## config.mk

```make
export PLATFORM = sky130hd
export DESIGN_NAME = two_slot_capture_arbiter_flat
export DESIGN_NICKNAME = d
export VERILOG_FILES = /design/src/rtl/core/tsca_pkg.sv /design/src/rtl/core/tsca_if.sv /design/src/rtl/core/tsca_step.sv /design/src/rtl/core/tsca_outreg.sv /design/src/rtl/core/two_slot_capture_arbiter.sv /design/src/flat_wrapper.sv
export SDC_FILE = /design/constraint.sdc
export NUM_CORES = 1
export LEC_CHECK = 0
export BUFFER_PORTS_ARGS = -buffer_cell sky130_fd_sc_hd__buf_2
export CAP_MARGIN = 20
export CORE_AREA = 2 2 317 193
export DETAILED_ROUTE_END_ITERATION = 6
export DIE_AREA = 0 0 319 195
export GPL_TIMING_DRIVEN = 0
export PLACE_DENSITY_LB_ADDON = 0.05
export SYNTH_ARGS = -nofsm -noshare
export SYNTH_HDL_FRONTEND = slang
export SYNTH_SLANG_ARGS = --single-unit
```

## constraint.sdc

```tcl
create_clock -name clk -period 9.7 [get_ports clk]
set_clock_uncertainty 0.2 [all_clocks]
set_input_delay 0.97 -clock clk [delete_from_list [all_inputs] [get_ports clk]]
set_output_delay 0.97 -clock clk [all_outputs]
set_load 0.1 [all_outputs]
```

## src/rtl/core/tsca_pkg.sv

```systemverilog
package tsca_pkg;

	localparam int IdW   = 32;
	localparam int PrioW = 8;
	localparam int CntW  = 32;

	localparam logic [2:0] MODE_SUBMIT    = 3'd0;
	localparam logic [2:0] MODE_CANCEL    = 3'd1;
	localparam logic [2:0] MODE_POLL      = 3'd2;
	localparam logic [2:0] MODE_START_OUT = 3'd3;
	localparam logic [2:0] MODE_STOP_OUT  = 3'd4;

	localparam logic [2:0] ST_IDLE       = 3'd0;
	localparam logic [2:0] ST_STARTING   = 3'd1;
	localparam logic [2:0] ST_ACTIVE     = 3'd2;
	localparam logic [2:0] ST_FINISHING  = 3'd3;
	localparam logic [2:0] ST_PREEMPTING = 3'd4;
	localparam logic [2:0] ST_ERROR      = 3'd5;

	localparam logic [1:0] REC_IDLE       = 2'd0;
	localparam logic [1:0] REC_RECORDING  = 2'd1;
	localparam logic [1:0] REC_PROCESSING = 2'd2;

	localparam logic [1:0] CALL_OK            = 2'd0;
	localparam logic [1:0] CALL_INVALID_STATE = 2'd1;

	localparam logic [1:0] RC_OK            = 2'd0;
	localparam logic [1:0] RC_INVALID_STATE = 2'd1;
	localparam logic [1:0] RC_INVALID_ARG   = 2'd2;
	localparam logic [1:0] RC_NOT_FOUND     = 2'd3;

	localparam logic [1:0] RULE_REJECT  = 2'd0;
	localparam logic [1:0] RULE_QUEUE   = 2'd1;
	localparam logic [1:0] RULE_PREEMPT = 2'd2;

	localparam logic [1:0] ERR_OK            = 2'd0;
	localparam logic [1:0] ERR_INVALID_STATE = 2'd1;
	localparam logic [1:0] ERR_FAILURE       = 2'd2;

	typedef struct packed {
		logic [2:0]       mode;
		logic [IdW-1:0]   req_id;
		logic [PrioW-1:0] req_priority;
		logic [1:0]       busy_rule;
		logic             req_interruptible;
		logic             req_acceptable;
		logic [1:0]       recorder_state;
		logic [1:0]       call_status;
	} tsca_in_t;

	typedef struct packed {
		logic [1:0]      result_code;
		logic            start_cmd;
		logic            stop_cmd;
		logic [2:0]      arb_state;
		logic            cur_valid;
		logic            pend_valid;
		logic [IdW-1:0]  cur_id_out;
		logic [IdW-1:0]  pend_id_out;
		logic [1:0]      last_err;
		logic [CntW-1:0] done_count;
		logic [CntW-1:0] preempted_count;
		logic [CntW-1:0] fail_count;
	} tsca_out_t;

	typedef struct packed {
		logic [IdW-1:0]   cur_id;
		logic [PrioW-1:0] cur_prio;
		logic             cur_intr;
		logic             cur_v;
		logic [IdW-1:0]   pend_id;
		logic [PrioW-1:0] pend_prio;
		logic             pend_intr;
		logic             pend_v;
		logic             cancel_f;
		logic             preempt_f;
		logic             seen_rec;
		logic [2:0]       arb_st;
		logic [1:0]       err;
		logic [CntW-1:0]  done_ctr;
		logic [CntW-1:0]  preempt_ctr;
		logic [CntW-1:0]  fail_ctr;
	} tsca_state_t;

	function automatic tsca_state_t promote(input tsca_state_t s);
		tsca_state_t r;
		r = s;
		if (s.pend_v) begin
			r.cur_id    = s.pend_id;
			r.cur_prio  = s.pend_prio;
			r.cur_intr  = s.pend_intr;
			r.cur_v     = 1'b1;
			r.pend_id   = '0;
			r.pend_prio = '0;
			r.pend_intr = 1'b0;
			r.pend_v    = 1'b0;
			r.seen_rec  = 1'b0;
		end
		return r;
	endfunction

endpackage

```

## src/rtl/core/tsca_if.sv

```systemverilog
interface tsca_req_if;
	import tsca_pkg::*;

	logic                   valid;
	logic                   ready;
	logic [2:0]             mode;
	logic [IdW-1:0]         req_id;
	logic [PrioW-1:0]       req_priority;
	logic [1:0]             busy_rule;
	logic                   req_interruptible;
	logic                   req_acceptable;
	logic [1:0]             recorder_state;
	logic [1:0]             call_status;

	modport source(output valid, mode, req_id, req_priority, busy_rule, req_interruptible,
		req_acceptable, recorder_state, call_status, input ready);
	modport sink(input valid, mode, req_id, req_priority, busy_rule, req_interruptible,
		req_acceptable, recorder_state, call_status, output ready);
endinterface

interface tsca_rsp_if;
	import tsca_pkg::*;

	logic            valid;
	logic            ready;
	logic [1:0]      result_code;
	logic            start_cmd;
	logic            stop_cmd;
	logic [2:0]      arb_state;
	logic            cur_valid;
	logic            pend_valid;
	logic [IdW-1:0]  cur_id_out;
	logic [IdW-1:0]  pend_id_out;
	logic [1:0]      last_err;
	logic [CntW-1:0] done_count;
	logic [CntW-1:0] preempted_count;
	logic [CntW-1:0] fail_count;

	modport source(output valid, result_code, start_cmd, stop_cmd, arb_state, cur_valid,
		pend_valid, cur_id_out, pend_id_out, last_err, done_count, preempted_count,
		fail_count, input ready);
	modport sink(input valid, result_code, start_cmd, stop_cmd, arb_state, cur_valid,
		pend_valid, cur_id_out, pend_id_out, last_err, done_count, preempted_count,
		fail_count, output ready);
endinterface

```

## src/rtl/core/tsca_step.sv

```systemverilog
module tsca_step (
	input  tsca_pkg::tsca_state_t cur_state,
	input  tsca_pkg::tsca_in_t    item,
	output tsca_pkg::tsca_state_t next_state,
	output tsca_pkg::tsca_out_t   result
);
	import tsca_pkg::*;

	tsca_state_t n;
	logic [1:0]  rc;
	logic        start_c;
	logic        stop_c;

	always_comb begin
		n       = cur_state;
		rc      = RC_OK;
		start_c = 1'b0;
		stop_c  = 1'b0;
		case (item.mode)
			MODE_SUBMIT: begin
				if (!item.req_acceptable) begin
					rc = RC_INVALID_ARG;
				end else if ((n.cur_v && n.cur_id == item.req_id) ||
					(n.pend_v && n.pend_id == item.req_id)) begin
					rc = RC_INVALID_STATE;
				end else if (!n.cur_v) begin
					n.cur_id   = item.req_id;
					n.cur_prio = item.req_priority;
					n.cur_intr = item.req_interruptible;
					n.cur_v    = 1'b1;
					n.seen_rec = 1'b0;
					n.arb_st   = ST_IDLE;
					n.err      = ERR_OK;
				end else if (item.busy_rule == RULE_QUEUE) begin
					if (!n.pend_v) begin
						n.pend_id   = item.req_id;
						n.pend_prio = item.req_priority;
						n.pend_intr = item.req_interruptible;
						n.pend_v    = 1'b1;
					end else begin
						rc = RC_INVALID_STATE;
					end
				end else if (item.busy_rule == RULE_PREEMPT) begin
					if (!n.pend_v && n.cur_intr && item.req_priority > n.cur_prio) begin
						n.pend_id   = item.req_id;
						n.pend_prio = item.req_priority;
						n.pend_intr = item.req_interruptible;
						n.pend_v    = 1'b1;
						n.preempt_f = 1'b1;
					end else begin
						rc = RC_INVALID_STATE;
					end
				end else if (item.busy_rule == RULE_REJECT) begin
					rc = RC_INVALID_STATE;
				end else begin
					rc = RC_INVALID_ARG;
				end
			end
			MODE_CANCEL: begin
				if (item.req_id == '0) begin
					rc = RC_INVALID_ARG;
				end else if (n.pend_v && n.pend_id == item.req_id) begin
					n.pend_id   = '0;
					n.pend_prio = '0;
					n.pend_intr = 1'b0;
					n.pend_v    = 1'b0;
					n.err       = ERR_OK;
				end else if (n.cur_v && n.cur_id == item.req_id) begin
					n.cancel_f = 1'b1;
					n.err      = ERR_OK;
				end else begin
					rc = RC_NOT_FOUND;
				end
			end
			MODE_POLL: begin
				if (item.call_status != CALL_OK) begin
					n.arb_st   = ST_ERROR;
					n.err      = (item.call_status == CALL_INVALID_STATE) ?
						ERR_INVALID_STATE : ERR_FAILURE;
					n.fail_ctr = n.fail_ctr + CntW'(1);
				end else begin
					if (n.cur_v) begin
						if (item.recorder_state == REC_RECORDING) begin
							n.seen_rec = 1'b1;
							if (n.cancel_f || n.preempt_f) begin
								stop_c   = 1'b1;
								n.arb_st = ST_PREEMPTING;
							end else begin
								n.arb_st = ST_ACTIVE;
							end
							n.err = ERR_OK;
						end else if (n.seen_rec && item.recorder_state == REC_PROCESSING) begin
							n.arb_st = ST_FINISHING;
							n.err    = ERR_OK;
						end else if (n.seen_rec && item.recorder_state == REC_IDLE) begin
							if (n.preempt_f) begin
								n.preempt_ctr = n.preempt_ctr + CntW'(1);
							end else if (!n.cancel_f) begin
								n.done_ctr = n.done_ctr + CntW'(1);
							end
							n.cur_id    = '0;
							n.cur_prio  = '0;
							n.cur_intr  = 1'b0;
							n.cur_v     = 1'b0;
							n.cancel_f  = 1'b0;
							n.preempt_f = 1'b0;
							n.seen_rec  = 1'b0;
							n           = promote(n);
							n.arb_st    = ST_IDLE;
							n.err       = ERR_OK;
						end
					end
					if (!n.cur_v && n.pend_v && item.recorder_state == REC_IDLE) begin
						n = promote(n);
					end
					if (n.cur_v && !n.seen_rec && item.recorder_state == REC_IDLE &&
						!n.cancel_f && !n.preempt_f && n.arb_st != ST_STARTING) begin
						start_c  = 1'b1;
						n.arb_st = ST_STARTING;
						n.err    = ERR_OK;
					end
					if (!n.cur_v && !n.pend_v && item.recorder_state == REC_IDLE) begin
						n.arb_st = ST_IDLE;
						n.err    = ERR_OK;
					end
				end
			end
			MODE_START_OUT: begin
				if (item.call_status == CALL_OK) begin
					n.arb_st = ST_STARTING;
					n.err    = ERR_OK;
				end else if (item.call_status == CALL_INVALID_STATE) begin
					n.arb_st = ST_IDLE;
					n.err    = ERR_INVALID_STATE;
				end else begin
					n.fail_ctr = n.fail_ctr + CntW'(1);
					n.cur_id   = '0;
					n.cur_prio = '0;
					n.cur_intr = 1'b0;
					n.cur_v    = 1'b0;
					n.seen_rec = 1'b0;
					n          = promote(n);
					n.arb_st   = ST_ERROR;
					n.err      = ERR_FAILURE;
				end
			end
			MODE_STOP_OUT: begin
				if (item.call_status != CALL_OK && item.call_status != CALL_INVALID_STATE) begin
					n.arb_st   = ST_ERROR;
					n.err      = ERR_FAILURE;
					n.fail_ctr = n.fail_ctr + CntW'(1);
				end
			end
			default: begin
				rc = RC_INVALID_ARG;
			end
		endcase
	end

	assign next_state = n;

	assign result.result_code     = rc;
	assign result.start_cmd       = start_c;
	assign result.stop_cmd        = stop_c;
	assign result.arb_state       = n.arb_st;
	assign result.cur_valid       = n.cur_v;
	assign result.pend_valid      = n.pend_v;
	assign result.cur_id_out      = n.cur_v ? n.cur_id : '0;
	assign result.pend_id_out     = n.pend_v ? n.pend_id : '0;
	assign result.last_err        = n.err;
	assign result.done_count      = n.done_ctr;
	assign result.preempted_count = n.preempt_ctr;
	assign result.fail_count      = n.fail_ctr;

endmodule

```

## src/rtl/core/tsca_outreg.sv

```systemverilog
module tsca_outreg (
	input  logic                clk,
	input  logic                arst_n,
	input  logic                load,
	input  tsca_pkg::tsca_out_t load_data,
	output logic                space,
	input  logic                out_ready,
	output logic                out_valid,
	output tsca_pkg::tsca_out_t out_data
);
	import tsca_pkg::*;

	logic      valid_q;
	tsca_out_t data_q;

	assign space = !valid_q || out_ready;

	always_ff @(posedge clk or negedge arst_n) begin
		if (!arst_n) begin
			valid_q <= 1'b0;
		end else if (space) begin
			valid_q <= load;
		end
	end

	always_ff @(posedge clk) begin
		if (space && load) begin
			data_q <= load_data;
		end
	end

	assign out_valid = valid_q;
	assign out_data  = data_q;

endmodule

```

## src/rtl/core/two_slot_capture_arbiter.sv

```systemverilog
// Arbiter for one capture resource with a current and a pending request slot.
// Events arrive as beats on the req channel: submit, cancel, recorder poll, and
// the outcomes of start and stop calls, selected by the mode field. Every event
// beat produces exactly one result beat on the rsp channel, in order, holding the
// result code, the start and stop commands raised by a poll, and a snapshot of the
// arbiter state, both slots, the last error and the three wrapping counters.
// An accepted beat is held in an input register; the state update and the result
// are computed from that register and written into the output register, so a
// result passes the input register and then the output register before it is offered.
// One event per cycle is sustained while rsp is ready; the state register is fed back
// through the combinational event logic.
// When the receiver stalls, the result stays in the output register, the event
// behind it waits in the input register, and req.ready falls until rsp moves.
// The state only changes when an event moves into the output register.
// Reset empties both slots, clears the flags and counters, sets the state to idle
// and the last error to ok, and discards any beat in flight.
module two_slot_capture_arbiter (
	input  logic              clk,
	input  logic              arst_n,
	tsca_req_if.sink          req,
	tsca_rsp_if.source        rsp
);
	import tsca_pkg::*;

	logic        v_s1;
	tsca_in_t    item_s1;
	tsca_in_t    req_item;
	tsca_state_t st_q;
	tsca_state_t st_next;
	tsca_out_t   res;
	tsca_out_t   rsp_data;
	logic        space;
	logic        adv;

	assign req_item.mode              = req.mode;
	assign req_item.req_id            = req.req_id;
	assign req_item.req_priority      = req.req_priority;
	assign req_item.busy_rule         = req.busy_rule;
	assign req_item.req_interruptible = req.req_interruptible;
	assign req_item.req_acceptable    = req.req_acceptable;
	assign req_item.recorder_state    = req.recorder_state;
	assign req_item.call_status       = req.call_status;

	assign adv       = v_s1 && space;
	assign req.ready = !v_s1 || space;

	always_ff @(posedge clk or negedge arst_n) begin
		if (!arst_n) begin
			v_s1 <= 1'b0;
		end else if (req.ready) begin
			v_s1 <= req.valid;
		end
	end

	always_ff @(posedge clk) begin
		if (req.ready && req.valid) begin
			item_s1 <= req_item;
		end
	end

	always_ff @(posedge clk or negedge arst_n) begin
		if (!arst_n) begin
			st_q <= '0;
		end else if (adv) begin
			st_q <= st_next;
		end
	end

	tsca_step u_step (
		.cur_state  (st_q),
		.item       (item_s1),
		.next_state (st_next),
		.result     (res)
	);

	tsca_outreg u_outreg (
		.clk       (clk),
		.arst_n    (arst_n),
		.load      (v_s1),
		.load_data (res),
		.space     (space),
		.out_ready (rsp.ready),
		.out_valid (rsp.valid),
		.out_data  (rsp_data)
	);

	assign rsp.result_code     = rsp_data.result_code;
	assign rsp.start_cmd       = rsp_data.start_cmd;
	assign rsp.stop_cmd        = rsp_data.stop_cmd;
	assign rsp.arb_state       = rsp_data.arb_state;
	assign rsp.cur_valid       = rsp_data.cur_valid;
	assign rsp.pend_valid      = rsp_data.pend_valid;
	assign rsp.cur_id_out      = rsp_data.cur_id_out;
	assign rsp.pend_id_out     = rsp_data.pend_id_out;
	assign rsp.last_err        = rsp_data.last_err;
	assign rsp.done_count      = rsp_data.done_count;
	assign rsp.preempted_count = rsp_data.preempted_count;
	assign rsp.fail_count      = rsp_data.fail_count;

	a_pend_needs_cur: assert property (@(posedge clk) disable iff (!arst_n)
		st_q.pend_v |-> st_q.cur_v)
		else $error("pending slot occupied while current slot is empty");

	a_empty_cur_id: assert property (@(posedge clk) disable iff (!arst_n)
		!st_q.cur_v |-> st_q.cur_id == '0)
		else $error("empty current slot holds a nonzero id");

	a_empty_pend_id: assert property (@(posedge clk) disable iff (!arst_n)
		!st_q.pend_v |-> st_q.pend_id == '0)
		else $error("empty pending slot holds a nonzero id");

	a_stall_holds_state: assert property (@(posedge clk) disable iff (!arst_n)
		rsp.valid && !rsp.ready |=> $stable(st_q))
		else $error("arbiter state changed while the result was stalled");

endmodule
```

## src/flat_wrapper.sv

```systemverilog
// flat-port wrapper written by rule: the top's interface ports become plain ports
module two_slot_capture_arbiter_flat import tsca_pkg::*;
  (clk, arst_n, req_valid, req_mode, req_req_id, req_req_priority, req_busy_rule, req_req_interruptible, req_req_acceptable, req_recorder_state, req_call_status, req_ready, rsp_valid, rsp_result_code, rsp_start_cmd, rsp_stop_cmd, rsp_arb_state, rsp_cur_valid, rsp_pend_valid, rsp_cur_id_out, rsp_pend_id_out, rsp_last_err, rsp_done_count, rsp_preempted_count, rsp_fail_count, rsp_ready);
  tsca_req_if req_i ();
  tsca_rsp_if rsp_i ();
  input  logic clk;
  input  logic arst_n;
  input wire logic [$bits(req_i.valid)-1:0] req_valid;
  input wire logic [$bits(req_i.mode)-1:0] req_mode;
  input wire logic [$bits(req_i.req_id)-1:0] req_req_id;
  input wire logic [$bits(req_i.req_priority)-1:0] req_req_priority;
  input wire logic [$bits(req_i.busy_rule)-1:0] req_busy_rule;
  input wire logic [$bits(req_i.req_interruptible)-1:0] req_req_interruptible;
  input wire logic [$bits(req_i.req_acceptable)-1:0] req_req_acceptable;
  input wire logic [$bits(req_i.recorder_state)-1:0] req_recorder_state;
  input wire logic [$bits(req_i.call_status)-1:0] req_call_status;
  output wire logic [$bits(req_i.ready)-1:0] req_ready;
  output wire logic [$bits(rsp_i.valid)-1:0] rsp_valid;
  output wire logic [$bits(rsp_i.result_code)-1:0] rsp_result_code;
  output wire logic [$bits(rsp_i.start_cmd)-1:0] rsp_start_cmd;
  output wire logic [$bits(rsp_i.stop_cmd)-1:0] rsp_stop_cmd;
  output wire logic [$bits(rsp_i.arb_state)-1:0] rsp_arb_state;
  output wire logic [$bits(rsp_i.cur_valid)-1:0] rsp_cur_valid;
  output wire logic [$bits(rsp_i.pend_valid)-1:0] rsp_pend_valid;
  output wire logic [$bits(rsp_i.cur_id_out)-1:0] rsp_cur_id_out;
  output wire logic [$bits(rsp_i.pend_id_out)-1:0] rsp_pend_id_out;
  output wire logic [$bits(rsp_i.last_err)-1:0] rsp_last_err;
  output wire logic [$bits(rsp_i.done_count)-1:0] rsp_done_count;
  output wire logic [$bits(rsp_i.preempted_count)-1:0] rsp_preempted_count;
  output wire logic [$bits(rsp_i.fail_count)-1:0] rsp_fail_count;
  input wire logic [$bits(rsp_i.ready)-1:0] rsp_ready;
  assign req_i.valid = req_valid;
  assign req_i.mode = req_mode;
  assign req_i.req_id = req_req_id;
  assign req_i.req_priority = req_req_priority;
  assign req_i.busy_rule = req_busy_rule;
  assign req_i.req_interruptible = req_req_interruptible;
  assign req_i.req_acceptable = req_req_acceptable;
  assign req_i.recorder_state = req_recorder_state;
  assign req_i.call_status = req_call_status;
  assign req_ready = req_i.ready;
  assign rsp_valid = rsp_i.valid;
  assign rsp_result_code = rsp_i.result_code;
  assign rsp_start_cmd = rsp_i.start_cmd;
  assign rsp_stop_cmd = rsp_i.stop_cmd;
  assign rsp_arb_state = rsp_i.arb_state;
  assign rsp_cur_valid = rsp_i.cur_valid;
  assign rsp_pend_valid = rsp_i.pend_valid;
  assign rsp_cur_id_out = rsp_i.cur_id_out;
  assign rsp_pend_id_out = rsp_i.pend_id_out;
  assign rsp_last_err = rsp_i.last_err;
  assign rsp_done_count = rsp_i.done_count;
  assign rsp_preempted_count = rsp_i.preempted_count;
  assign rsp_fail_count = rsp_i.fail_count;
  assign rsp_i.ready = rsp_ready;
  two_slot_capture_arbiter u_core (.clk(clk), .arst_n(arst_n), .req(req_i), .rsp(rsp_i));
endmodule
```

**Yosys cells after proc, flatten, opt, wreduce, memory -nomap -nowiden**

Cells that the tools add are included.

- Add/sub/neg operators: 3
- Order comparisons: 1
- Eq/ne operators: 30
- Mux-type cells: 79
- Bitwise logic cells: 4
- Reduce and logical (&&, ||, !) cells: 48

Operators with widths:

| kind | number |
|---|---|
| 2-to-1 mux 188 bit | 7 |
| 2-to-1 mux 87 bit | 4 |
| 2-to-1 mux 84 bit | 4 |
| 2-to-1 mux 42 bit | 7 |
| 2-to-1 mux 32 bit | 7 |
| 2-to-1 mux 96 bit | 2 |
| one-hot mux 42 bit (4 select lines) | 1 |
| one-hot mux 64 bit (2 select lines) | 1 |
| one-hot mux 42 bit (3 select lines) | 1 |
| adder 32 x 1 -> 32 bit, second input constant | 3 |
| one-hot mux 32 bit (3 select lines) | 1 |
| 2-to-1 mux 86 bit | 1 |
| == test 32 bit | 2 |
| 2-to-1 mux 64 bit | 1 |
| 2-to-1 mux 43 bit | 1 |
| 2-to-1 mux 5 bit | 7 |
| logical NOT 32 bit | 1 |
| 2-to-1 mux 2 bit | 13 |
| inequality test 2 bit, second input constant | 12 |
| logical AND 1 bit | 18 |
| 2-to-1 mux 7 bit | 2 |
| AND reduction 13 bit | 1 |
| 2-to-1 mux 6 bit | 2 |
| one-hot mux 2 bit (3 select lines) | 2 |
| other kinds (28) | 64 |

- Register bits after elaboration: 412
- Input bits: 55
- Output and inout port bits: 173

**Depth between registers and ports, before layout**

- Word-level depth: 25
- Gate-level depth with buffers: 11
- Mapped depth without buffers: 9

**By module**

A second synthesis with hierarchy kept.

- Cell total of the unflattened synthesis: 1680
- Area total of the unflattened synthesis: 20787.4 sq um

Modules (own cells, without submodules):

| module | instances | cells an instance | area each (sq um) | seq. area each (sq um) |
|---|---|---|---|---|
| two_slot_capture_arbiter | 1 | 452 | 8966.1 | 6261.0 |
| tsca_step | 1 | 1053 | 6632.6 | 0.0 |
| tsca_outreg | 1 | 175 | 5188.7 | 5159.9 |

**Worst setup path after synthesis**

Ideal clock, no wire load.

- Path type: input to register
- Start point: input rsp_ready
- End point: register u_core.st_q[69] (netlist bit)
- Arrival: 6906 ps
- Data required time: 9362 ps
- Setup slack: 2456 ps
- Stages on the path: 7
- Cell sequence: nand2b_1 > nand2_1 > inv_1 > clkbuf_1 > clkbuf_1 > nand2_1 > xnor2_1

- Longest elaborated chain between the ends: 2

Ends and longest elaborated chain:

| what | RTL line | text |
|---|---|---|
| start: declaration | flat_wrapper.sv:31 | `input wire logic [$bits(rsp_i.ready)-1:0] rsp_ready;` |
| logical OR 1 bit | tsca_outreg.sv:16 | `assign space = !valid_q \|\| out_ready;` |
| logical AND 1 bit | two_slot_capture_arbiter.sv:44 | `assign adv = v_s1 && space;` |
| via u_core.adv | two_slot_capture_arbiter.sv:33 | `logic adv;` |
| end signal: assignment | two_slot_capture_arbiter.sv:65 | `st_q <= st_next;` |
| end: declaration | two_slot_capture_arbiter.sv:28 | `tsca_state_t st_q;` |

The timed path passes the listed nets, and every way through them passes these cells.
A chain may end at the register's enable or synchronous reset.

**Worst setup path after layout**

- Start point: register u_core.item_s1[34] (netlist bit)
- End point: register u_core.st_q[183] (netlist bit)

- Longest elaborated chain between the ends: 6
- Elaborated cells on any way between the ends: 8
- Classes of those cells: 2 x eq/ne; 3 x mux; 3 x reduce/logical

Ends and longest elaborated chain:

| what | RTL line | text |
|---|---|---|
| start: declaration | two_slot_capture_arbiter.sv:26 | `tsca_in_t item_s1;` |
| start signal: assignment | two_slot_capture_arbiter.sv:57 | `item_s1 <= req_item;` |
| == test 32 bit (on tied branches) | tsca_step.sv:23, tsca_step.sv:24 |  |
| logical AND 1 bit (on tied branches) | tsca_step.sv:23, tsca_step.sv:24 |  |
| logical OR 1 bit (*) | tsca_step.sv:23 | `end else if ((n.cur_v && n.cur_id == item.req_id) \|\|` |
| 2-to-1 mux 84 bit (*) | tsca_step.sv:23 |  |
| 2-to-1 mux 84 bit (*) | tsca_step.sv:21 | `if (!item.req_acceptable) begin` |
| one-hot mux 42 bit (3 select lines) (*) | tsca_step.sv:19 | `case (item.mode)` |

Every way passes the cells marked *; elsewhere a longest branch is shown, timed or not. The select of a mux whose other input is x is not followed.

==> flow_metrics.tcl <==
set metrics [dict create \
    dr.pass1.iters 6 \
    drt_iter0_markers 1837 \
    drv_slew 0 \
    ant_nets 0 \
    cp_slowest_stage_delay_ns 0.84 \
    required_ns 10.02 \
    status "completed" \
    mostFrequentLayoutCell "buf_2" \
    mostFrequentLayoutCells "buf_2, edfxtp_1, nor2_1" \
    worst_slew_pin_slew_ns 1.16 \
    row_count 69 \
    fin_ws_ns 4.67 \
    htree_levels 2 \
    drc 0 \
    ys_seq_elements 412 \
    cts_buffer_depth 3 \
    antenna_found_initial 2 \
    cp.arrival_ns 5.36 \
    cap_violations 0 \
    cts_hold_buf 0 \
    clk_pin_slew_ns 0.07 \
    async_flop_share_pct 46.1 \
    die_area_um2 62200 \
    cts-root-buf "clkbuf_16" \
    period_share_pct 51.9 \
    netlist_area_um2 20600 \
    synth.distinct_cells 83 \
    io_buffers 227 \
    crit_path_max_fanout 10 \
    start_kind "flip-flop" \
    routabilityCongestion 0.910 \
    avgSynthCellArea_um2 10.7 \
    grt_pass1_wl_um 106000 \
    synthCells 1923 \
    layout-drive-gt1-share_pct 16.7 \
    p_per_area_nw_per_um2 197 \
    finalWirelength_um 71700 \
    start_util_pct 34.9 \
    path_cells "clkbuf_1, xor2_1, nor4_1, nand4_1, o311a_1, buf_2, o211ai_1, buf_2, a222oi_1, inv_1" \
    synth_ff_type "edfxtp_1" \
    syn-num-nets 1993 \
    p_leak_uw 0.00998 \
    clk_latency_ns 0.60 \
    critPathMostFrequentCell "buf_2" \
    clock.fmax_mhz 199 \
    grt_pass1_vias 16239 \
    avgRoutedWirePerCell_um 23.8 \
    finalHoldViolations 0 \
    fin_total_pwr_uw 4790 \
    slowest_stage "o211ai_1" \
    yosysWarningCount 0 \
    ir_drop_v 0.000113 \
    end_kind "flip-flop" \
    critPathKind "flip-flop to flip-flop" \
    cts_resized 0 \
    fill_cells 5799 \
    core_area_um2 59100 \
    hold_path_class "primary input to async pin" \
    grt_use_total_pct 22.8 \
    detailed_place_hpwl_um 52100 \
    die_x_um 319 \
    final_nets 2274 \
    cts_tree "done" \
    maxSlewHeadroom_pct 22.8 \
    syn2layout_area_growth_pct 17.9 \
    overflow 0 \
    pre_cts_slack_ns 4.98 \
    n_antenna_cell 0 \
    drt-vias-per-instance 5.49 \
    cts_sinks 412 \
    numCtsBuffers 43 \
    die_y_um 195 \
    synth_edf_count 222 \
    ys_seq_area_share_pct 55.5 \
    min_period_ns 5.03 \
    whs_ns 0.0852 \
    rsz0062_at_grt "no" \
    setup_viol 0 \
    post-route-util_pct 41.1 \
    io_pins 228 \
    grt_max_degree 76 \
    vias 16570 \
    post_cts_buffers 0 \
]
[state kept, by name, indices dropped and copies added (netlist names)]
| signal | cells |
|---|---|
| u_core.st_q | 188 |
| u_core.v_s1 | 1 |
| u_core.item_s1 | 51 |
| u_core.u_outreg.out_valid | 1 |
| u_core.u_outreg.out_data | 171 |
[path summary, 6_finish.rpt]
kind,slack [ns],end,depth (start not counted),from
min in group clk,0.29,u_core.st_q[95]$_DFFE_PN0P_,1,u_core.st_q[95]$_DFFE_PN0P_
worst min register to register,0.29,u_core.st_q[95]$_DFFE_PN0P_,1,u_core.st_q[95]$_DFFE_PN0P_
worst max-delay path,4.67,u_core.st_q[183]$_DFFE_PN0P_,10,u_core.item_s1[34]$_DFFE_PP_
max in group asynchronous,8.39,u_core.st_q[166]$_DFFE_PN0P_,2,arst_n
worst min-delay path,0.09,u_core.st_q[151]$_DFFE_PN0P_,1,arst_n
worst max register to register,4.67,u_core.st_q[183]$_DFFE_PN0P_,10,u_core.item_s1[34]$_DFFE_PP_
[synth_stat cells, drive strengths merged (12+ instances only)]
cell | count | area, µm²
a222oi | 40 | 400
xnor2 | 130 | 1140
nand4 | 45 | 307
nand2 | 178 | 668
ha | 15 | 188
a211oi | 12 | 90.1
nand3 | 69 | 350
nor3 | 64 | 357
nand2b | 12 | 75.1
o21ai | 40 | 200
edfxtp | 222 | 6670
nor2 | 194 | 733
a31oi | 13 | 96.3
and2 | 16 | 100
a22oi | 20 | 150
clkbuf | 98 | 369
o221ai | 18 | 158
inv | 76 | 285
a21oi | 81 | 405
and4 | 13 | 114
xor2 | 111 | 972
dfrtp | 190 | 4750
o22ai | 52 | 339
nor4 | 25 | 178
buf | 43 | 216
[worst max-delay path: cells and delay by family (launching register included)]
family	cells	cell delay, ns
buffers and inverters	4	1.32
flip-flops	1	0.32
AO/OA/AOI/OAI	3	1.50
AND/OR/NAND/NOR	2	1.29
XOR/XNOR	1	0.31
[stage by stage]
step	cells	instance area, µm²	setup TNS, ns
floorplan	1923	20600	0
global placement	2931	22700	-199.76
detailed placement	2938	22900	0
CTS	3018	24200	0
global route	3020	24300	0
finish	3020	24300	0
[kinds of logic (layout without fill, tap and decap cells)]
| family | Yosys count | count (layout) | synth area share [%] |
|---|---|---|---|
| muxes | 10 | 10 | 0.529 |
| buffers and inverters | 217 | 533 | 4.23 |
| and+or+nand+nor | 655 | 655 | 15.4 |
| DFF | 412 | 412 | 55.5 |
| adders and majority gates | 15 | 15 | 0.912 |
| AOI/OAI and AO/OA | 373 | 373 | 13.2 |
| xor gates and xnor gates | 241 | 241 | 10.3 |
[final cells by class]
type / count / area, µm² / share of cell area, %
Buffer: 141 / 589 / 2.43
Clock buffer: 56 / 1160 / 4.77
Inverter: 76 / 285 / 1.18
Sequential cell: 412 / 11400 / 47.1
Clock inverter: 24 / 235 / 0.970
Multi-Input combinational cell: 1294 / 8300 / 34.2
Timing Repair Buffer: 236 / 1290 / 5.34
Tap cell: 781 / 977 / 4.03
[power by group]
| group | internal (µW) | switching [µW] |
|---|---|---|
| sequential | 1990 | 106 |
| combinational | 203 | 796 |
| clock | 952 | 743 |
[routing by layer]
metal | vias to the layer above | global-route usage (%) | share of wire, %
met5 | - | 0 | 0.033
met4 | 4 | 6.03 | 2.1
met3 | 96 | 6.85 | 9.8
met2 | 712 | 29.0 | 38
met1 | 8170 | 36.4 | 50
li1 | 7588 | - | -
No activity file was read; power rests on OpenSTA's default activity.
